===== config.mk =====
export PLATFORM = sky130hd
export DESIGN_NAME = ict_cell
export DESIGN_NICKNAME = d
export VERILOG_FILES = /design/src/rtl/assert_macros.svh /design/src/rtl/ict_pkg.sv /design/src/rtl/ict_cell.sv
export SDC_FILE = /design/constraint.sdc
export NUM_CORES = 1
export LEC_CHECK = 0
export BUFFER_PORTS_ARGS = -buffer_cell sky130_fd_sc_hd__buf_2
export CAP_MARGIN = 20
export CORE_ASPECT_RATIO = 1.5
export CORE_UTILIZATION = 41
export CTS_CLUSTER_SIZE = 28
export DETAILED_ROUTE_END_ITERATION = 12
export PLACE_DENSITY_LB_ADDON = 0.2
export SLEW_MARGIN = 20
export SYNTH_ARGS = -nofsm -noshare
export SYNTH_HDL_FRONTEND = slang
export SYNTH_SLANG_ARGS = --single-unit

===== constraint.sdc =====
create_clock -name clk -period 0.8 [get_ports clk]
set_input_delay 0.08 -clock clk [delete_from_list [all_inputs] [get_ports clk]]
set_output_delay 0.08 -clock clk [all_outputs]
set_load 0.1 [all_outputs]

===== src/rtl/assert_macros.svh =====
// assertion macros used by the ict_ctrl sequencer
`ifndef ASSERT_MACROS_SVH
`define ASSERT_MACROS_SVH

// property checked on every rising edge, disabled during reset
`define ICT_ASSERT(label, prop, msg) \
    label: assert property (@(posedge clk) disable iff (!rst_n) (prop)) else $error(msg);

// implication checked in the cycle after the antecedent, disabled during reset
`define ICT_ASSERT_NEXT(label, ante, cons, msg) \
    label: assert property (@(posedge clk) disable iff (!rst_n) (ante) |=> (cons)) \
        else $error(msg);

`endif


===== src/rtl/ict_pkg.sv =====
// types, constants and helpers for the inode cache table
package ict_pkg;

    localparam int SLOTS_DEFAULT = 64;
    localparam int OFFSET_W      = 3;
    localparam logic [7:0] COUNT_MAX = 8'd255;

    localparam logic ACT_ACQUIRE = 1'b0;
    localparam logic ACT_RELEASE = 1'b1;

    typedef enum logic [2:0] {
        STAT_HIT         = 3'd0,
        STAT_CLAIMED     = 3'd1,
        STAT_FULL        = 3'd2,
        STAT_STILL_USED  = 3'd3,
        STAT_FREED_CLEAN = 3'd4,
        STAT_WRITE_BACK  = 3'd5,
        STAT_BAD_RELEASE = 3'd6
    } status_t;

    typedef enum logic [1:0] {
        FSM_IDLE,
        FSM_SCAN,
        FSM_CLAIM,
        FSM_RESP
    } fsm_t;

    typedef struct packed {
        logic        action;
        logic [7:0]  device;
        logic [23:0] inode_number;
        logic [5:0]  slot;
        logic        modified;
    } request_t;

    typedef struct packed {
        status_t     status;
        logic [5:0]  result_slot;
        logic [7:0]  count_now;
        logic [31:0] disk_block;
        logic [2:0]  block_offset;
    } result_t;

    // one slot of the table as it travels round the ring
    typedef struct packed {
        logic        valid;
        logic [7:0]  device;
        logic [23:0] inode;
        logic [7:0]  count;
        logic        dirty;
    } entry_t;

    // disk block of an inode, eight inodes per block, inode counted from one
    function automatic logic [31:0] ict_block(input logic [23:0] ino,
                                              input logic [31:0] base);
        logic [23:0] idx;
        idx = ino - 24'd1;
        return base + 32'(idx >> OFFSET_W);
    endfunction

    // position of an inode within its disk block
    function automatic logic [2:0] ict_offset(input logic [23:0] ino);
        logic [23:0] idx;
        idx = ino - 24'd1;
        return idx[OFFSET_W-1:0];
    endfunction

endpackage


===== src/rtl/ict_cell.sv =====
// one slot cell of the rotating table ring
module ict_cell
    import ict_pkg::*;
(
    input  logic   clk,
    input  logic   rst_n,
    input  logic   shift,
    input  entry_t d,
    output entry_t q
);

    entry_t entry_reg;
    entry_t entry_next;

    // take the neighbour's entry while the ring turns
    always_comb
    begin
        entry_next = entry_reg;
        if (shift)
        begin
            entry_next = d;
        end
    end

    always_ff @(posedge clk or negedge rst_n)
    begin
        if (!rst_n)
        begin
            entry_reg <= '0;
        end
        else
        begin
            entry_reg <= entry_next;
        end
    end

    assign q = entry_reg;

endmodule


; ---- Word level (Yosys, flattened, before mapping)
; Index checks and enable logic that the tools add are counted.
[word_totals]
word_cells = 5
output_inout_bits = 42
inputBits = 45
ff_bits = 42

; ---- Depth between registers and ports, before layout
; Gate-level depths: netlist of run 1.
[depth]
ltp_word = 0
ltp_mapped = 3
ltp_nobuf = 1

; ---- Worst setup path before layout of run 1
; Ideal clock, no wire load.
[synth_path]
kind = register to register
start = register, netlist name q[0]
end = register entry_reg, in the netlist q[0]
synth_period_minus_slack_ns = 1.258
path_stages_with_launch = 2
n_path_buf = 0
t_arrival_ns = 1.132
path_slack_ns = -0.458
required_time_ns = 0.674
path_cell_list = dfrtp_1 -> mux2_4
[synth_lines]
columns = item, line
row1 = "end signal, assigned", ict_cell.sv:33  ; entry_reg <= entry_next;
row2 = "end, declared", ict_cell.sv:12  ; entry_t entry_reg;

; ---- Worst setup path in the final report of run 1
[layout_path]
start = register entry_reg, in the netlist q[33]
end = output port q[33] (netlist name)
[layout_lines]
columns = item, line
row1 = "end, declared", ict_cell.sv:9  ; output entry_t q
; No word-level cell between the ends.

==> results of run 1 <==
==> worst max path at each step <==
| stage | start | endpoint | depth (start not counted) |
|---|---|---|---|
| finish | q[33] | q[33] | 2 |
| detailed placement | shift | q[10] | 3 |
| global route | q[21] | q[21] | 2 |
| floorplan | q[0] | q[0] | 1 |
| CTS | q[37] | q[37] | 2 |
| global placement | shift | q[5] | 3 |
==> cell usage after synthesis (all sizes together) <==
cell / number / area, µm²
dfrtp: 42 / 1050
mux2: 42 / 623
buf: 5 / 91.3
==> per-layer routing <==
layer	vias to the layer above	share of wire (%)	wire, µm	global-route usage [%]
met5	-	0	0	0
met4	0	2.2	131	9.00
li1	595	-	-	-
met1	654	37	2240	28.9
met2	65	56	3410	48.3
met3	12	4.9	297	5.61
==> power by group through the flow <==
stage,registers [mW],logic (mW),clock network [mW]
finish,2.69,3.91,1.70
global route,2.71,3.99,1.81
CTS,2.65,3.80,1.68
detailed placement,2.65,3.59,0
global placement,2.63,3.54,0
floorplan,4.24,0.436,0
==> area by class of cell <==
| class | instances | area, µm² |
|---|---|---|
| Sequential cell | 42 | 1210 |
| Timing Repair Buffer | 144 | 1740 |
| Fill cell | 125 | 292 |
| Tap cell | 45 | 56.3 |
| Clock inverter | 2 | 37.5 |
| Clock buffer | 6 | 72.6 |
| Multi-Input combinational cell | 42 | 623 |
==> worst max-delay path, stage by stage, from the launching register on <==
cell     delay (ns)
dfrtp_4        0.51
buf_6          0.13
buf_12         0.15
==> kinds of logic after synthesis <==
kind of cell  synth area share [%]
mux                           35.3
flops                         59.5
buf+inv                       5.17
==> metrics by stage <==
step | instances | util [%]
6_report | 281 | 92.8
3_3_place_gp | 260 | 82.5
4_1_cts | 275 | 91.1
5_1_grt | 281 | 92.8
2_1_floorplan | 89 | -
3_5_place_dp | 260 | 82.5
==> timing repair <==
action / CTS / global route
gates resized for setup: 48 / 11
buffers inserted: 6 / 11
setup endpoints to repair: 84 / 84
endpoints found under the hold margin: 42 / 0
hold buffers: 1 / 0
==> results.md, run 1 <==
* CP Capture Type: output port
* Clk pwr share at 20.5%
* Clk_skew at 0 ns
* Ant. Diodes at 0
* Num rows at 28
* P_leak at roughly 1.8 nW
* Startpoint Class: flop
* Final Max Slew Viols at 0
* Vias at roughly 1300
* Die area at 0.00458 mm²
* Synth unique cells at 5
* Mean Syn Cell Area at about 20 µm²
* Design area at between 0.003 and 0.004 mm²
* # Max-Cap Violations at 0
* Total power at 8.30 mW
* Sequential power share at 32.4%
* Synth Warn # at 0
* Worst hold slack at about 0.015 ns
* Outcome: complete, but fails checks
* Gr usage total at roughly a quarter
* Post-synthesis net count at about 130
* Final period util at 146%
* Slew @ Worst Pin at between 0.2 and 0.25 ns
* Final net count at 280
* Max reg flops at between 40 and 50
* Post-Route WL at approximately 6 mm
* Final min period at 1.17 ns
* Arrival time worst endpoint at around 1.1 ns
* CP required at between 0.7 and 0.8 ns
* Die W at approximately 56 µm
* WHS Path Cells at 2
* Gpl congestion at 0.740
* HP Class: primary input to flop
* DRC violations left at 0
* Final setup violation count at 84
* CP max FO at 2
* Clk_lat worst skew at 0.30 ns
* Int Pwr at around 5.1 mW
* Pin count of the biggest net entering global routing at 43
* Post-DP Area at ~0.0033 mm²
* Initial Utilization at around 44%
* Core area at 0.00403 mm²
* Number of global-route vias before repair at about 1500
* #FFs+latches synth at 42
* Reg2reg start: q[10]
* Mapped Area at around 0.0018 mm²
* Ratio of cells with drive above 1 in the final layout at just under 100%
* WL/cell at roughly 22 µm
* Final worst slack at -0.370 ns
* Dpl hpwl at between 3 and 4 mm
* Num Clock Sinks at 42
* Clock Tree Root: clkbuf_8
* Endpoint, Worst Hold: q[32]
* IO Pins at 87
* Clk slew on worst S/H paths at roughly 0.090 ns
* Failing checks: setup timing
* Depth of the CTS H-tree at 2
* TNS Setup at -19.27 ns
* Commonest non-fill, non-tap cell in the layout: buf_6
* CTS tree: built
* Final Hold Viols at 0
* Max Freq at between 0.8 and 0.9 GHz
* Area Growth Syn to Fin at 112%
* Peak supply drop at slightly above 2000 µV
* Seq/Total Area, Yosys at 59.5%
* Setup Slack @ Placement at -0.128 ns
* Post-route ant nets at 0
* Setup CP Type: flop to output port
* Commonest cells after routing, fill and taps aside: 54 x buf_6, 45 x buf_12, 44 x buf_2
* Deepest clock path buffer count at 2
* FF-to-FF path depth at 2
* Pwr dens at around 2200 mW/mm²
* Max-slew headroom at a little over four fifths
* Number of CTS-inserted buffers at 5
* DR pass1 iterations at 2
* P_sw at approximately 3.2 mW
* Initial antenna violation count at 0
* IO Port Bufs at between 80 and 90
* Global-route wire length before repair at 8.48 mm
* RR Endpoint: q[10]
* Number of DRC markers in iteration 0 at 28
* R2r setup slk at -0.23 ns
* Routed vias/inst at between 4 and 5
* Switch share at 38.0%
* Hold path startpoint: d[32]
* Unrepaired setup endpoints after global routing: yes
* Comb power frac at 47.1%
* Die H at 82.4 µm
* Total gr overflow at 0
* Mapped Cells at 89
No activity file was read; power rests on OpenSTA's default activity.
==> run 2, diff against run 1 <==
--- a/config.mk
+++ b/config.mk
@@ -5,10 +5,11 @@
 export SDC_FILE = /design/constraint.sdc
 export NUM_CORES = 1
 export LEC_CHECK = 0
+export ABC_AREA = 1
 export BUFFER_PORTS_ARGS = -buffer_cell sky130_fd_sc_hd__buf_2
 export CAP_MARGIN = 20
 export CORE_ASPECT_RATIO = 1.5
-export CORE_UTILIZATION = 41
+export CORE_UTILIZATION = 40
 export CTS_CLUSTER_SIZE = 28
 export DETAILED_ROUTE_END_ITERATION = 12
 export PLACE_DENSITY_LB_ADDON = 0.2
==> run 2 against run 1 <==
The flow still finishes with violations (setup timing). Sequential share of layout area is 3.7 points higher. Worst setup slack gained 0.12 ns. Clock power decreased by 18%. First-iteration DRC count is 29% higher. Global-route usage decreased by 1.2 points. Non-clock buffer count decreased by 18. Flip-flop and latch count did not move. Combinational power decreased by 27%. Count of clock-buffer cells in the layout is 1 higher. Critical path type unchanged.
==> results.md, run 2 <==
* Post-DP Area at 0.00289 mm² (was 0.00332 mm²)
* Top cell type's share of synthesized area at 63.5% (was 59.5%)
* Slowest cell on crit path: dfrtp_4 (unchanged)
* Commonest cells after routing, fill and taps aside: 113 x nand2_1, 44 x buf_2, 44 x buf_12 (was 54 x buf_6, 45 x buf_12, 44 x buf_2)
* Pwr dens at 2060 mW/mm² (was 2220 mW/mm²)
* Final period util at 132% (was 146%)
* WL/cell at 14.2 µm (was 21.6 µm)
* Critical path buffer and inverter count at 1 (was 2)
* Most frequent cell after synthesis: nand2_1 (was dfrtp_1)
* Slew @ Worst Pin at 0.263 ns (was 0.232 ns)
* Core area at 0.00396 mm² (was 0.00403 mm²)
* CP max FO at 2 (unchanged)
* Num rows at 28 (unchanged)
* Setup Slack @ Placement at 0.0640 ns (was -0.128 ns)
* Number of global-route vias before repair at 1552 (was 1528)
* Clk slew on worst S/H paths at 0.08 ns (was 0.09 ns)
* Initial antenna violation count at 0 (unchanged)
* Clk_lat worst skew at 0.28 ns (was 0.30 ns)
* Comb power frac at 41.6% (was 47.1%)
* RR Endpoint: q[4] (was q[10])
* Synth Warn # at 0 (unchanged)
* Largest cells by area after synthesis: dfrtp_1 64%, nand2_1 26%, nand2_2 3.8% (was dfrtp_1 60%, mux2_4 34%, buf_12 4.5%)
* Startpoint Class: flop (unchanged)
* Ratio of cells with drive above 1 in the final layout at 52.5% (was 99.2%)
* R2r setup slk at -0.04 ns (was -0.23 ns)
* Die area at 0.00440 mm² (was 0.00458 mm²)
* Initial Utilization at 41.8% (was 43.8%)
* Deepest clock path buffer count at 2 (unchanged)
* Setup CP Type: flop to output port (unchanged)
* #FFs+latches synth at 42 (unchanged)
* Mapped Area at 0.00165 mm² (was 0.00177 mm²)
* DRC violations left at 0 (unchanged)
* Vias at 1622 (was 1326)
* Gpl congestion at 0.721 (was 0.740)
* P_sw at 2.72 mW (was 3.15 mW)
* Int Pwr at 4.19 mW (was 5.15 mW)
* CP Capture Type: output port (unchanged)
* CP required at 0.72 ns (about the same)
* P_leak at 1.63 nW (was 1.77 nW)
* Unrepaired setup endpoints after global routing: yes (unchanged)
* Die H at 80.8 µm (was 82.4 µm)
* Mapped Cells at 178 (was 89)
* Sequential power share at 38.4% (was 32.4%)
* DR pass1 iterations at 4 (was 2)
* Final Hold Viols at 0 (unchanged)
* FF-to-FF path depth at 3 (was 2)
* CP max stage delay at 0.51 ns (about the same)
* Failing checks: setup timing (unchanged)
* Hold path startpoint: d[41] (was d[32])
* TNS Setup at -10.01 ns (was -19.27 ns)
* Routed vias/inst at 4.66 (was 4.72)
* Final std cells w/o fill at 348 (was 281)
* Die W at 54.5 µm (was 55.6 µm)
* CTS tree: built (unchanged)
* Number of CTS-inserted buffers at 5 (unchanged)
* Placed insts at 304 (was 260)
* Gr usage total at 24.5% (was 25.8%)
* Dpl hpwl at 2.82 mm (was 3.23 mm)
* Synth unique cells at 7 (was 5)
* IO Port Bufs at 86 (unchanged)
* Reg2reg start: q[4] (was q[10])
* Largest area contributor in the netlist: dfrtp_1 (unchanged)
* Max reg flops at 42 (unchanged)
* Pin count of the biggest net entering global routing at 43 (unchanged)
* Top FF cell, synth: dfrtp_1 (unchanged)
* CP cell instances: buf_12 (was buf_6, buf_12)
* # Max-Cap Violations at 0 (unchanged)
* Num Clock Sinks at 42 (unchanged)
* Max-slew headroom at 82.5% (was 84.6%)
* Depth of the CTS H-tree at 2 (unchanged)
* Seq/Total Area, Yosys at 63.5% (was 59.5%)
* Final setup violation count at 48 (was 84)
* Max Freq at 0.949 GHz (was 0.854 GHz)
* CP delay by family, top: flip-flops (unchanged)
* Final Max Slew Viols at 0 (unchanged)
* Endpoint, Worst Hold: q[41] (was q[32])
* Post-Route WL at 4.93 mm (was 6.08 mm)
* Ant. Diodes at 0 (unchanged)
* Total gr overflow at 0 (unchanged)
* Top cells by count, synth: 116 x nand2_1, 42 x dfrtp_1, 10 x nand2_2, 5 x buf_6, 3 x buf_4 (was 42 x dfrtp_1, 40 x mux2_4, 4 x buf_12, 2 x mux2_2, 1 x buf_6)
* Area Growth Syn to Fin at 103% (was 112%)
* Global-route wire length before repair at 7.38 mm (was 8.48 mm)
* Final worst slack at -0.253 ns (was -0.370 ns)
* Clk_skew at 0 ns (unchanged)
* Arrival time worst endpoint at 0.97 ns (was 1.09 ns)
* Design area at 0.00336 mm² (was 0.00374 mm²)
* Final net count at 347 (was 280)
* IO Pins at 87 (unchanged)
* Peak supply drop at 1960 µV (was 2020 µV)
* Commonest non-fill, non-tap cell in the layout: nand2_1 (was buf_6)
* Critical path depth at 1 (was 2)
* Mean Syn Cell Area at 9.29 µm² (was 19.8 µm²)
* HP Class: primary input to flop (unchanged)
* WHS Path Cells at 3 (was 2)
* Outcome: complete, but fails checks (unchanged)
* Number of DRC markers in iteration 0 at 36 (was 28)
* Final min period at 1.05 ns (was 1.17 ns)
* Post-synth EDFFs at 0 (unchanged)
* Switch share at 39.3% (was 38.0%)
* Clock Tree Root: clkbuf_8 (unchanged)
* Post-synthesis net count at 223 (was 134)
* Clk pwr share at 20.0% (was 20.5%)
* Asr flop ratio synth at 100% (unchanged)
* Post-route ant nets at 0 (unchanged)
==> run 2: changes by cell type after synthesis, sizes merged <==
cell	previous run	this run
inv	0	1
nand2	0	126
buf	5	9
mux2	42	0
==> run 2: final cells by class <==
type | count | area, µm²
repair buffers | 126 | 1480
flip-flops and latches | 42 | 1210
fillers | 194 | 602
multi-input cells | 126 | 505
clock buffers | 7 | 86.3
well taps | 45 | 56.3
inverters | 1 | 11.3
clock inverters | 1 | 5.00
==> run 2: cell families (layout without fill, tap and decap cells) <==
logic type / after synthesis / in the layout / share of synthesized area (%)
DFF: 42 / 42 / 63.5
buffers and inverters: 10 / 135 / 6.35
and+or+nand+nor: 126 / 126 / 30.1
==> run 2: how the worst max path moves through the flow <==
stage / startpoint / to / slack (ns)
after floorplan: q[10] / q[10] / -0.05
after global placement: q[2] / q[2] / 0.08
after detailed placement: q[4] / q[4] / 0.06
after CTS: q[19] / q[19] / -0.26
after global routing: q[18] / q[18] / -0.27
final: q[19] / q[19] / -0.25
==> run 2: layer usage <==
layer,routed length (µm),GRT usage [%]
met5,0,0
met4,89,10.3
met3,346,8.61
met2,2710,42.4
met1,1780,26.0
==> run 2: timing repair <==
action | in CTS | in global routing
hold endpoints to repair | 71 | 0
cloned | 0 | 0
pin swaps | 0 | 2
resized for setup | 6 | 5
endpoints found under the setup margin | 42 | 47
setup buffers | 5 | 3
hold buffers | 30 | 0
==> run 2: power by group through the flow <==
stage / Combinational (mW) / Clock (mW) / Sequential [mW]
floorplan: 0.264 / 0 / 4.00
global placement: 2.66 / 0 / 2.68
detailed placement: 2.68 / 0 / 2.70
CTS: 2.85 / 1.42 / 2.65
global route: 2.98 / 1.49 / 2.67
finish: 2.87 / 1.39 / 2.65
==> run 2: metrics by stage <==
step / hold WS [ns] / total power [mW] / utilization [%]
floorplan: -0.216 / 4.26 / -
detailed placement: 0.0713 / 5.38 / 73.0
CTS: 0.000241 / 6.92 / 84.4
finish: 0.00364 / 6.91 / 84.8
global placement: 0.0734 / 5.34 / 73.0
global route: 0.00160 / 7.14 / 84.8
