**config.mk**
```make
export PLATFORM = sky130hd
export DESIGN_NAME = ict_ctrl
export DESIGN_NICKNAME = d
export VERILOG_FILES = /design/src/rtl/ict_pkg.sv /design/src/rtl/ict_ctrl.sv
export VERILOG_INCLUDE_DIRS = /design/src /design/src/rtl
export SDC_FILE = /design/constraint.sdc
export NUM_CORES = 1
export LEC_CHECK = 0
export BUFFER_PORTS_ARGS = -buffer_cell sky130_fd_sc_hd__clkbuf_2
export CAP_MARGIN = 25
export CORE_MARGIN = 5
export CORE_UTILIZATION = 50
export CTS_CLUSTER_DIAMETER = 40
export CTS_CLUSTER_SIZE = 20
export DETAILED_ROUTE_END_ITERATION = 8
export GPL_TIMING_DRIVEN = 0
export PLACE_DENSITY = 0.86
export SLEW_MARGIN = 30
export SYNTH_ARGS = -nofsm -noshare
export SYNTH_HDL_FRONTEND = slang
export SYNTH_SLANG_ARGS = --single-unit
```
**constraint.sdc**
```tcl
create_clock -name clk -period 5.5 [get_ports clk]
set_input_delay 0.55 -clock clk [delete_from_list [all_inputs] [get_ports clk]]
set_output_delay 0.55 -clock clk [all_outputs]
set_load 0.005 [all_outputs]
```
**src/rtl/assert_macros.svh**
```systemverilog
// assertion macros used by the ict_ctrl sequencer
`ifndef ASSERT_MACROS_SVH
`define ASSERT_MACROS_SVH

// property checked on every rising edge, disabled during reset
`define ICT_ASSERT(label, prop, msg) \
    label: assert property (@(posedge clk) disable iff (!rst_n) (prop)) else $error(msg);

// implication checked in the cycle after the antecedent, disabled during reset
`define ICT_ASSERT_NEXT(label, ante, cons, msg) \
    label: assert property (@(posedge clk) disable iff (!rst_n) (ante) |=> (cons)) \
        else $error(msg);

`endif

```
**src/rtl/ict_pkg.sv**
```systemverilog
// types, constants and helpers for the inode cache table
package ict_pkg;

    localparam int SLOTS_DEFAULT = 64;
    localparam int OFFSET_W      = 3;
    localparam logic [7:0] COUNT_MAX = 8'd255;

    localparam logic ACT_ACQUIRE = 1'b0;
    localparam logic ACT_RELEASE = 1'b1;

    typedef enum logic [2:0] {
        STAT_HIT         = 3'd0,
        STAT_CLAIMED     = 3'd1,
        STAT_FULL        = 3'd2,
        STAT_STILL_USED  = 3'd3,
        STAT_FREED_CLEAN = 3'd4,
        STAT_WRITE_BACK  = 3'd5,
        STAT_BAD_RELEASE = 3'd6
    } status_t;

    typedef enum logic [1:0] {
        FSM_IDLE,
        FSM_SCAN,
        FSM_CLAIM,
        FSM_RESP
    } fsm_t;

    typedef struct packed {
        logic        action;
        logic [7:0]  device;
        logic [23:0] inode_number;
        logic [5:0]  slot;
        logic        modified;
    } request_t;

    typedef struct packed {
        status_t     status;
        logic [5:0]  result_slot;
        logic [7:0]  count_now;
        logic [31:0] disk_block;
        logic [2:0]  block_offset;
    } result_t;

    // one slot of the table as it travels round the ring
    typedef struct packed {
        logic        valid;
        logic [7:0]  device;
        logic [23:0] inode;
        logic [7:0]  count;
        logic        dirty;
    } entry_t;

    // disk block of an inode, eight inodes per block, inode counted from one
    function automatic logic [31:0] ict_block(input logic [23:0] ino,
                                              input logic [31:0] base);
        logic [23:0] idx;
        idx = ino - 24'd1;
        return base + 32'(idx >> OFFSET_W);
    endfunction

    // position of an inode within its disk block
    function automatic logic [2:0] ict_offset(input logic [23:0] ino);
        logic [23:0] idx;
        idx = ino - 24'd1;
        return idx[OFFSET_W-1:0];
    endfunction

endpackage

```
**src/rtl/ict_ctrl.sv**
```systemverilog
// sequencer and head-of-ring evaluation for the inode cache table
`include "assert_macros.svh"

module ict_ctrl
    import ict_pkg::*;
#(
    parameter int SLOTS = SLOTS_DEFAULT
)
(
    input  logic        clk,
    input  logic        rst_n,
    input  logic        start,
    input  request_t    request,
    output logic        busy,
    output logic        done,
    output result_t     result,
    input  logic        cfg_we,
    input  logic [31:0] cfg_data,
    input  entry_t      head,
    output entry_t      head_next,
    output logic        shift
);

    localparam int IDX_W = (SLOTS > 1) ? $clog2(SLOTS) : 1;

    fsm_t              state_reg, state_next;
    logic [IDX_W-1:0]  pos_reg, pos_next;
    request_t          req_reg, req_next;
    logic              found_reg, found_next;
    logic              free_found_reg, free_found_next;
    logic [IDX_W-1:0]  free_idx_reg, free_idx_next;
    result_t           res_reg, res_next;
    logic [31:0]       table_start_reg, table_start_next;

    logic              last_pos;
    logic              at_slot;
    logic              in_range;
    logic              dirty_now;
    logic [7:0]        count_dec;

    assign last_pos  = (pos_reg == IDX_W'(SLOTS - 1));
    assign at_slot   = (16'(pos_reg) == 16'(req_reg.slot));
    assign in_range  = ({26'd0, request.slot} < 32'(SLOTS));
    assign dirty_now = head.dirty | req_reg.modified;
    assign count_dec = head.count - 8'd1;

    // configuration register
    always_comb
    begin
        table_start_next = table_start_reg;
        if (cfg_we)
        begin
            table_start_next = cfg_data;
        end
    end

    // next state, head update and result
    always_comb
    begin
        state_next      = state_reg;
        pos_next        = pos_reg;
        req_next        = req_reg;
        found_next      = found_reg;
        free_found_next = free_found_reg;
        free_idx_next   = free_idx_reg;
        res_next        = res_reg;
        head_next       = head;
        shift           = 1'b0;
        done            = 1'b0;
        busy            = (state_reg != FSM_IDLE);

        case (state_reg)
            FSM_IDLE:
            begin
                if (start)
                begin
                    req_next        = request;
                    pos_next        = '0;
                    found_next      = 1'b0;
                    free_found_next = 1'b0;
                    free_idx_next   = '0;
                    res_next        = '0;
                    if (request.action == ACT_ACQUIRE)
                    begin
                        res_next.status = STAT_FULL;
                        state_next      = FSM_SCAN;
                    end
                    else
                    begin
                        res_next.status      = STAT_BAD_RELEASE;
                        res_next.result_slot = request.slot;
                        state_next           = in_range ? FSM_SCAN : FSM_RESP;
                    end
                end
            end

            FSM_SCAN:
            begin
                shift    = 1'b1;
                pos_next = last_pos ? '0 : pos_reg + IDX_W'(1);
                if (req_reg.action == ACT_ACQUIRE)
                begin
                    // first matching slot takes the hit
                    if (!found_reg && head.valid && head.device == req_reg.device
                        && head.inode == req_reg.inode_number)
                    begin
                        found_next = 1'b1;
                        if (head.count != COUNT_MAX)
                        begin
                            head_next.count = head.count + 8'd1;
                        end
                        res_next.status      = STAT_HIT;
                        res_next.result_slot = 6'(pos_reg);
                        res_next.count_now   = head_next.count;
                    end
                    // remember the lowest free slot for a claim
                    if (!free_found_reg && head.count == 8'd0)
                    begin
                        free_found_next = 1'b1;
                        free_idx_next   = pos_reg;
                    end
                end
                else if (at_slot && head.count != 8'd0)
                begin
                    head_next.count    = count_dec;
                    head_next.dirty    = dirty_now;
                    res_next.count_now = count_dec;
                    if (count_dec != 8'd0)
                    begin
                        res_next.status = STAT_STILL_USED;
                    end
                    else if (dirty_now)
                    begin
                        res_next.status       = STAT_WRITE_BACK;
                        res_next.disk_block   = ict_block(head.inode, table_start_reg);
                        res_next.block_offset = ict_offset(head.inode);
                        head_next.dirty       = 1'b0;
                    end
                    else
                    begin
                        res_next.status = STAT_FREED_CLEAN;
                    end
                end
                if (last_pos)
                begin
                    if (req_reg.action == ACT_ACQUIRE && !found_next && free_found_next)
                    begin
                        state_next = FSM_CLAIM;
                    end
                    else
                    begin
                        state_next = FSM_RESP;
                    end
                end
            end

            FSM_CLAIM:
            begin
                shift    = 1'b1;
                pos_next = last_pos ? '0 : pos_reg + IDX_W'(1);
                if (pos_reg == free_idx_reg)
                begin
                    head_next.valid       = 1'b1;
                    head_next.device      = req_reg.device;
                    head_next.inode       = req_reg.inode_number;
                    head_next.count       = 8'd1;
                    head_next.dirty       = 1'b0;
                    res_next.status       = STAT_CLAIMED;
                    res_next.result_slot  = 6'(pos_reg);
                    res_next.count_now    = 8'd1;
                    res_next.disk_block   = ict_block(req_reg.inode_number, table_start_reg);
                    res_next.block_offset = ict_offset(req_reg.inode_number);
                end
                if (last_pos)
                begin
                    state_next = FSM_RESP;
                end
            end

            FSM_RESP:
            begin
                done       = 1'b1;
                state_next = FSM_IDLE;
            end

            default:
            begin
                state_next = FSM_IDLE;
            end
        endcase
    end

    // control registers
    always_ff @(posedge clk or negedge rst_n)
    begin
        if (!rst_n)
        begin
            state_reg       <= FSM_IDLE;
            pos_reg         <= '0;
            found_reg       <= 1'b0;
            free_found_reg  <= 1'b0;
            table_start_reg <= '0;
        end
        else
        begin
            state_reg       <= state_next;
            pos_reg         <= pos_next;
            found_reg       <= found_next;
            free_found_reg  <= free_found_next;
            table_start_reg <= table_start_next;
        end
    end

    // payload registers
    always_ff @(posedge clk)
    begin
        req_reg      <= req_next;
        free_idx_reg <= free_idx_next;
        res_reg      <= res_next;
    end

    assign result = res_reg;

    // ring must be back in slot order whenever idle
    `ICT_ASSERT(a_idle_aligned, (state_reg == FSM_IDLE) |-> (pos_reg == '0), "ring misaligned at idle")
    // the ring only turns during a pass
    `ICT_ASSERT(a_shift_busy, shift |-> (state_reg == FSM_SCAN || state_reg == FSM_CLAIM), "ring turned outside a pass")
    // an accepted item leaves the block busy
    `ICT_ASSERT_NEXT(a_accept_busy, start && !busy, busy, "item accepted but not busy")
    // after the result strobe the block is free again
    `ICT_ASSERT_NEXT(a_done_free, done, !busy && !done, "result strobe not followed by idle")

endmodule

```
======== After elaboration in Yosys (flattened, before gate mapping) ========
Index checks and enable logic that the tools add are counted.
storage, ports and cells
  bits in registers ....................... 140
  input port bits ......................... 118
  output and inout port bits .............. 97
  word-level logic and storage cells ...... 121
cells by class
  add/subtract/negate cells ............... 7
  equality and inequality tests ........... 22
  mux-type cells .......................... 47
  bitwise operators ....................... 2
  reductions and logical operators ........ 27
operators by type and width
  kind                                                 count
  one-hot mux 52 bit (3 select lines)                  1
  two-way mux 35 bit                                   3
  two-way mux 52 bit                                   2
  adder 32 x 21 -> 32 bit                              2
  subtractor 24 x 1 -> 24 bit (second input constant)  2
  two-way mux 43 bit                                   1
  two-way mux 42 bit                                   1
  two-way mux 6 bit                                    6
  two-way mux 33 bit                                   1
  two-way mux 8 bit                                    4
  equality test 24 bit                                 1
  one-hot mux 6 bit (2 select lines)                   2
  inequality test 2 bit (second input constant)        11
  one-hot mux 9 bit (2 select lines)                   1
  two-way mux 17 bit                                   1
  nonzero test 8 bit                                   2
  two-way mux 1 bit                                    13
  equality test 6 bit                                  2
  two-way mux 3 bit                                    4
  AND reduction 5 bit                                  2
  two-way mux 9 bit                                    1
  adder 8 x 1 -> 8 bit (second input constant)         1
  equality test 8 bit                                  1
  logical NOT 8 bit                                    1
  22 further kinds                                     39

======== Depth between registers and ports, before layout ========
Gate-level depths: netlist of run 1.
  word-level depth ........................ 13
  mapped depth ............................ 16
  gate-level depth less buffers ........... 15

======== Least setup slack after synthesis of run 1 ========
OpenSTA, ideal clock, no wires.
  path type ............................... input to register
  start point ............................. input port head[1] (netlist name)
  end point ............................... register res_reg, in the netlist result[0] (enable)
  setup time .............................. 0.439 ns
  arrival time ............................ 3.731 ns
  data required time ...................... 5.061 ns
  path slack .............................. 1.330 ns
  stages on the path ...................... 9
  buffers on the path ..................... 1
  cell sequence ........................... clkbuf_1 inv_1 ha_1 or4b_2 o211a_1 nand3_1 nor2_1 nand2b_1 a21oi_1
between the ends
  longest elaborated chain between the ends .. 4
  elaborated cells between the ends (all ways) .. 7
  classes of those cells .................. 1 x add/sub; 2 x eq/ne; 4 x reduce/logical
RTL lines
  item                                                                    line                              source
  start: declaration                                                      ict_ctrl.sv:19                    input entry_t head,
  subtractor 8 x 1 -> 8 bit / nonzero test 8 bit (equally long branches)  ict_ctrl.sv:45, ict_ctrl.sv:123
  nonzero test 8 bit / logical AND 1 bit (equally long branches)          ict_ctrl.sv:128, ict_ctrl.sv:123
  inequality test 2 bit (no source line)                                  n/a
  AND reduction 7 bit (no source line) (*)                                n/a
  end signal: assignment                                                  ict_ctrl.sv:219                   res_reg <= res_next;
  end: declaration                                                        ict_ctrl.sv:32                    result_t res_reg, res_next;
Every way passes the cells marked *; elsewhere a longest branch is shown, timed or not.
A chain may end at the register's enable or synchronous reset.

==> metrics.csv, run 1 <==
metric;value;unit
cts_root_buffer;clkbuf_16;
maxCapViolations;0;
r2r_start;req_reg[7]$_DFFE_PP_;
ys_async_sr_fraction;30.0;%
synth_commonest_cells;98 x edfxtp_1, 75 x nand2_1, 66 x nor2_1;
synth_nets;1123;
cts_tree;done;
grt_usage;25.6;%
dr.pass1.iters;6;
cts_made_buffers;17;
clock_sinks;140;
dieWidth;148;um
hold_viol_final;0;
yosys_warnings;0;
ant_nets;0;
wl_per_cell;19.6;um
gp_congestion;0.947;
crit_path_start;req_reg[7]$_DFFE_PP_;
clock_latency;430;ps
clock_skew;10.4;ps
route.detailed.drc;0;
antenna_found_initial;0;
wirelength;28400;um
timing.final.ws_setup;549;ps
grt_overflow;0;
netlist_top_cells_area;edfxtp_1 31%, dfrtp_1 11%, mux2_2 7.2%, ha_1 4.7%, xor2_1 4.5%;
htreeDepth;4;
antenna_cells;0;
drt-initial-drc-count;786;
pre_cts_ws;591;ps
synth_area;9570;um^2
vias_per_cell;6.06;
r2r-end;result[23]$_DFFE_PP_;
clk_path_buf_depth;2;
period_minus_slack;4950;ps
critPathKind;flop to flop;
area_growth;21.0;%
start_util;51.0;%
power;0.00283;W
setup.worst_path.end;result[23]$_DFFE_PP_;
peakVddDrop;0.224;mV
synth_seq_cells;140;
grt_pass1_wl;44900;um
worstPathRequired;5760;ps
slew_viol_final;0;
cp.arrival;5210;ps
fillers;1529;
max_slew_margin;39.1;%
synth-edff-count;98;
hold_buffers;0;
crit_fanout;7;
post_cts_resize_count;0;
endpoint_kind;flop;
io_pins;215;
numPortBuffers;209;
min_period_over_period;90.0;%
vias;8761;
cellPowerDensity;245;nW/um^2
worstSetupStartpointType;flop;
synth_ff_type;edfxtp_1;
die_height;148;um
setup_viol_count_final;0;
hold_class;input pin to asynchronous set/reset pin;
yosysTopAreaCellShare;30.8;%
syn_inst;968;
drive_above_1_share;26.8;%
reg2reg_depth;15;
status;complete, no violations;
first_global_vias;8434;
hpwlAfterDp;21800;um
clk_pin_slew;60;ps
synth_most_common_cell;edfxtp_1;
die_area;22000;um^2
layout.nets;1353;
core_area;18800;um^2
ys_seq_area_share;41.7;%
rsz0062_at_grt;false;
r2r_slack;550;ps
yosysUniqueCellTypes;71;
tightest_slew;909;ps
synth_top_cell_by_area;edfxtp_1;
rows;50;
post_cts_buffers;0;
whs;157;ps
fmax;202;MHz
largest_reg_flops;52;
grt_max_degree;43;
synth_area_per_cell;9.88;um^2
p_leak;4.74;nW
logic make-up (layout without fill, tap and decap cells):
| group | after synthesis | in the layout | share of synthesized area [%] |
|---|---|---|---|
| AND/OR/NAND/NOR | 341 | 341 | 18.5 |
| AO/OA/AOI/OAI | 202 | 202 | 14.0 |
| buffers and inverters | 74 | 317 | 3.05 |
| adder cells (fa/ha/maj) | 37 | 37 | 4.92 |
| flip-flops | 140 | 140 | 41.7 |
| multiplexers | 76 | 76 | 8.75 |
| XOR/XNOR | 98 | 98 | 9.05 |
per-stage QoR:
step	cell area [um^2]	TNS [ps]	utilization, %	cells
6_report	11600	0	61.7	1445
5_1_grt	11600	0	61.7	1445
4_1_cts	11600	0	61.7	1445
3_3_place_gp	10900	-5500	58.1	1411
2_1_floorplan	9570	0	-	968
3_5_place_dp	11000	0	58.4	1413
critical path: stages, from the launching register on:
cell	delay, ps
edfxtp_1	440
inv_1	160
ha_1	230
or4b_2	680
nor3_2	270
nand2_1	200
nor4_1	260
xnor2_1	180
mux2i_1	110
ha_1	390
a21oi_1	170
o21ai_0	200
or4_1	580
o221ai_1	540
a21boi_0	180
nor3_1	190
cells in the final DEF (no fill, tap or decap), types with 12 or more instances in the layout:
cell and count:
dfrtp_1 42, a21oi_1 44, clkbuf_2 208, a211oi_1 12
clkbuf_1 44, mux2i_1 15, nand3_1 34, o21ai_0 46
clkbuf_16 17, xor2_1 49, edfxtp_1 98, nand4_1 17
xnor2_1 48, a21o_1 16, nor3_1 36, nor4_1 22
mux2_2 61, and3_1 15, ha_1 36, nor2_1 66
nand2_1 75, inv_1 24
worst min-delay path by stage:
| stage | start | end | cells after the start |
|---|---|---|---|
| after floorplan | rst_n | found_reg$_DFFE_PN0P_ | 0 |
| final | rst_n | table_start_reg[24]$_DFFE_PN0P_ | 1 |
| after CTS | rst_n | table_start_reg[30]$_DFFE_PN0P_ | 1 |
| after global placement | table_start_reg[10]$_DFFE_PN0P_ | table_start_reg[10]$_DFFE_PN0P_ | 1 |
| after detailed placement | table_start_reg[11]$_DFFE_PN0P_ | table_start_reg[11]$_DFFE_PN0P_ | 1 |
| after global routing | rst_n | table_start_reg[30]$_DFFE_PN0P_ | 1 |
final cells by class:
type / instances / area, um^2 / area share, %
plain buffers: 49 / 198 / 1.71
clock buffers: 18 / 429 / 3.71
clock inverters: 14 / 181 / 1.57
inverters: 25 / 93.8 / 0.811
multi-input cells: 754 / 5310 / 45.8
flip-flops and latches: 140 / 3990 / 34.5
well taps: 234 / 293 / 2.53
repair buffers: 211 / 1080 / 9.36
routing by layer:
metal	track usage (%)	wire, um
met5	0	0
met4	9.42	886
met3	4.20	2190
met2	41.2	13400
met1	35.2	11900
report_power, final:
group	internal (W)	total [W]	switching [W]	leakage (nW)
logic	0.000184	0.000439	0.000255	2.98
registers	0.00116	0.00118	0.0000193	1.47
clock network	0.000724	0.00122	0.000494	0.292
total	0.00207	0.00283	0.000768	4.74
(Power assumes the default switching activity.)
==> run 2: changes to the inputs <==
- CORE_UTILIZATION: 50 -> 45
- PLACE_DENSITY: 0.86 -> 0.79
- clock period: 5.5 -> 6.4 ns (I/O delays scaled with it)
==> run 2 against run 1 <==
Against the previous run:
- core utilization fell by 6.3 points
- critical endpoint unchanged
- fmax fell by 0.10%
- flip-flop and latch count did not move
- sequential share of layout area fell by 0.11 points
- largest power group is now registers
- routed wire length rose by 0.43%
- clock skew rose by 2.0 ps
- largest cell class unchanged
- non-clock buffer count rose by 1
- highest routed layer unchanged
- die area rose by 10%
==> metrics.csv, run 2 (synthesis results as in run 1) <==
metric;value;unit;change
status;complete, no violations;;
dr.pass1.iters;6;;unchanged
critPathKind;flop to flop;;
worstSetupStartpointType;flop;;
numPortBuffers;209;;unchanged
die_height;156;um;+5.0%
grt_max_degree;43;;unchanged
max_slew_margin;34.1;%;-4.9 points
cts_tree;done;;
seq_area;3990;um^2;unchanged
min_period_over_period;77.4;%;-13 points
cellPowerDensity;205;nW/um^2;-16%
vias;8572;;-2.2%
crit_top_cell;ha_1;;
endpoint_kind;flop;;
final_common_cell;clkbuf_2;;
clock_latency;440;ps;about the same
drive_above_1_share;27.0;%;+0.14 points
p_leak;4.74;nW;about the same
die_area;24300;um^2;+10%
final.setup.tns;0;ps;unchanged
io_pins;215;;unchanged
path_cells;inv_1 > ha_1 > or4b_2 > nor3_2 > nand2_1 > nor4_1 > xnor2_1 > mux2i_1 > ha_1 > a21oi_1 > o21ai_0 > or4_1 > o221ai_1 > a21boi_0 > nor3_1;;
core_area;21000;um^2;+12%
route.detailed.drc;0;;unchanged
drt-initial-drc-count;823;;+4.7%
period_minus_slack;4960;ps;+5.02 ps
layout.nets;1354;;+0.074%
ant_nets;0;;unchanged
cp.arrival;5220;ps;about the same
wirelength;28500;um;+0.43%
htreeDepth;4;;unchanged
cts_made_buffers;17;;unchanged
gp_congestion;0.935;;-1.3%
grt_overflow;0;;unchanged
antenna_found_initial;0;;unchanged
fmax;202;MHz;-0.10%
post_cts_buffers;0;;unchanged
peakVddDrop;0.177;mV;-21%
fin_util;55.4;%;-6.3 points
area_growth;21.4;%;
grt_pass1_wl;44600;um;-0.59%
multiInputGateArea;5310;um^2;unchanged
met1_usage;31.6;%;-3.6 points
slew_viol_final;0;;unchanged
crit_fanout;7;;unchanged
clock_sinks;140;;unchanged
final_cell_mix;208 x clkbuf_2, 98 x edfxtp_1, 75 x nand2_1, 66 x nor2_1, 61 x mux2_2;;
tightest_slew;982;ps;+73.4 ps
antenna_cells;0;;unchanged
wl_per_cell;19.2;um;-2.4%
largest_reg_flops;52;;unchanged
cpPeakStageDelay;670;ps;about the same
rsz0062_at_grt;false;;
fillers;1866;;+22%
clk_path_buf_depth;2;;unchanged
start_util;45.7;%;-5.3 points
dieWidth;156;um;+5.0%
post_cts_resize_count;0;;unchanged
rows;53;;+6.0%
cp_slowest_cell;or4b_2;;
hold_buffers;0;;unchanged
vias_per_cell;5.76;;-4.9%
worstPathRequired;6660;ps;+900 ps
hpwlAfterDp;22300;um;+2.4%
grt_usage;23.2;%;-2.4 points
hold_class;input pin to asynchronous set/reset pin;;
maxCapViolations;0;;unchanged
hold_viol_final;0;;unchanged
first_global_vias;8345;;-1.1%
clock_skew;12.4;ps;+1.98 ps
cts_root_buffer;clkbuf_16;;
use_met2;37.1;%;-4.1 points
grt_use_met3;4.11;%;-0.099 points
top_usage_layer;met2;;
clk_pin_slew;70;ps;about the same
setup_viol_count_final;0;;unchanged
-- run 2: cell type report --
class                           count  area share (%)
Buffer                             49            1.70
Clock buffer                       18            3.69
Clock inverter                     14            1.32
Inverter                           25           0.808
Multi-Input combinational cell    754            45.7
Sequential cell                   140            34.4
Tap cell                          275            2.96
Timing Repair Buffer              212            9.46
-- run 2: path summary, 6_finish.rpt --
| check | from | endpoint | slack [ps] | cells past startpoint |
|---|---|---|---|---|
| worst max-delay path | req_reg[7]$_DFFE_PP_ | result[23]$_DFFE_PP_ | 1440 | 15 |
| min in group clk | request[20] | req_reg[20]$_DFFE_PP_ | 370 | 1 |
| worst min register to register | table_start_reg[11]$_DFFE_PN0P_ | table_start_reg[11]$_DFFE_PN0P_ | 520 | 1 |
| worst min-delay path | rst_n | table_start_reg[17]$_DFFE_PN0P_ | 240 | 1 |
| worst max register to register | req_reg[7]$_DFFE_PP_ | result[23]$_DFFE_PP_ | 1440 | 15 |
| max in group asynchronous | rst_n | table_start_reg[6]$_DFFE_PN0P_ | 5730 | 1 |
-- run 2: layer usage --
layer | up-vias | wire [um]
met2 | 401 | 13300
met4 | 0 | 809
met1 | 4039 | 12300
li1 | 4081 | -
met3 | 51 | 2100
met5 | - | 0
-- run 2: where the power goes --
group / switching [W] / leakage (nW) / internal [W]
sequential: 0.0000168 / 1.47 / 0.000994
clock: 0.000442 / 0.284 / 0.000552
combinational: 0.000221 / 2.99 / 0.000160
total: 0.000680 / 4.74 / 0.00170
-- run 2: per-stage QoR --
step                      setup slack, ps  total power [W]  hold WS (ps)  cell area [um^2]  std cells
final                                1440          0.00238           244             11600       1487
after detailed placement             1380          0.00140           507             11000       1455
after global placement                797          0.00139           497             11000       1452
after global routing                 1100          0.00248           301             11600       1487
after floorplan                      2140          0.00126           344              9570        968
after CTS                            1560          0.00239           256             11600       1487
-- run 2: critical path: cells and delay by family (launching register included) --
family | cells | cell delay (ps)
AO/OA/AOI/OAI | 4 | 1110
XOR/XNOR | 1 | 180
adder cells (fa/ha/maj) | 2 | 610
buffers and inverters | 1 | 140
flip-flops | 1 | 430
multiplexers | 1 | 120
AND/OR/NAND/NOR | 6 | 2190
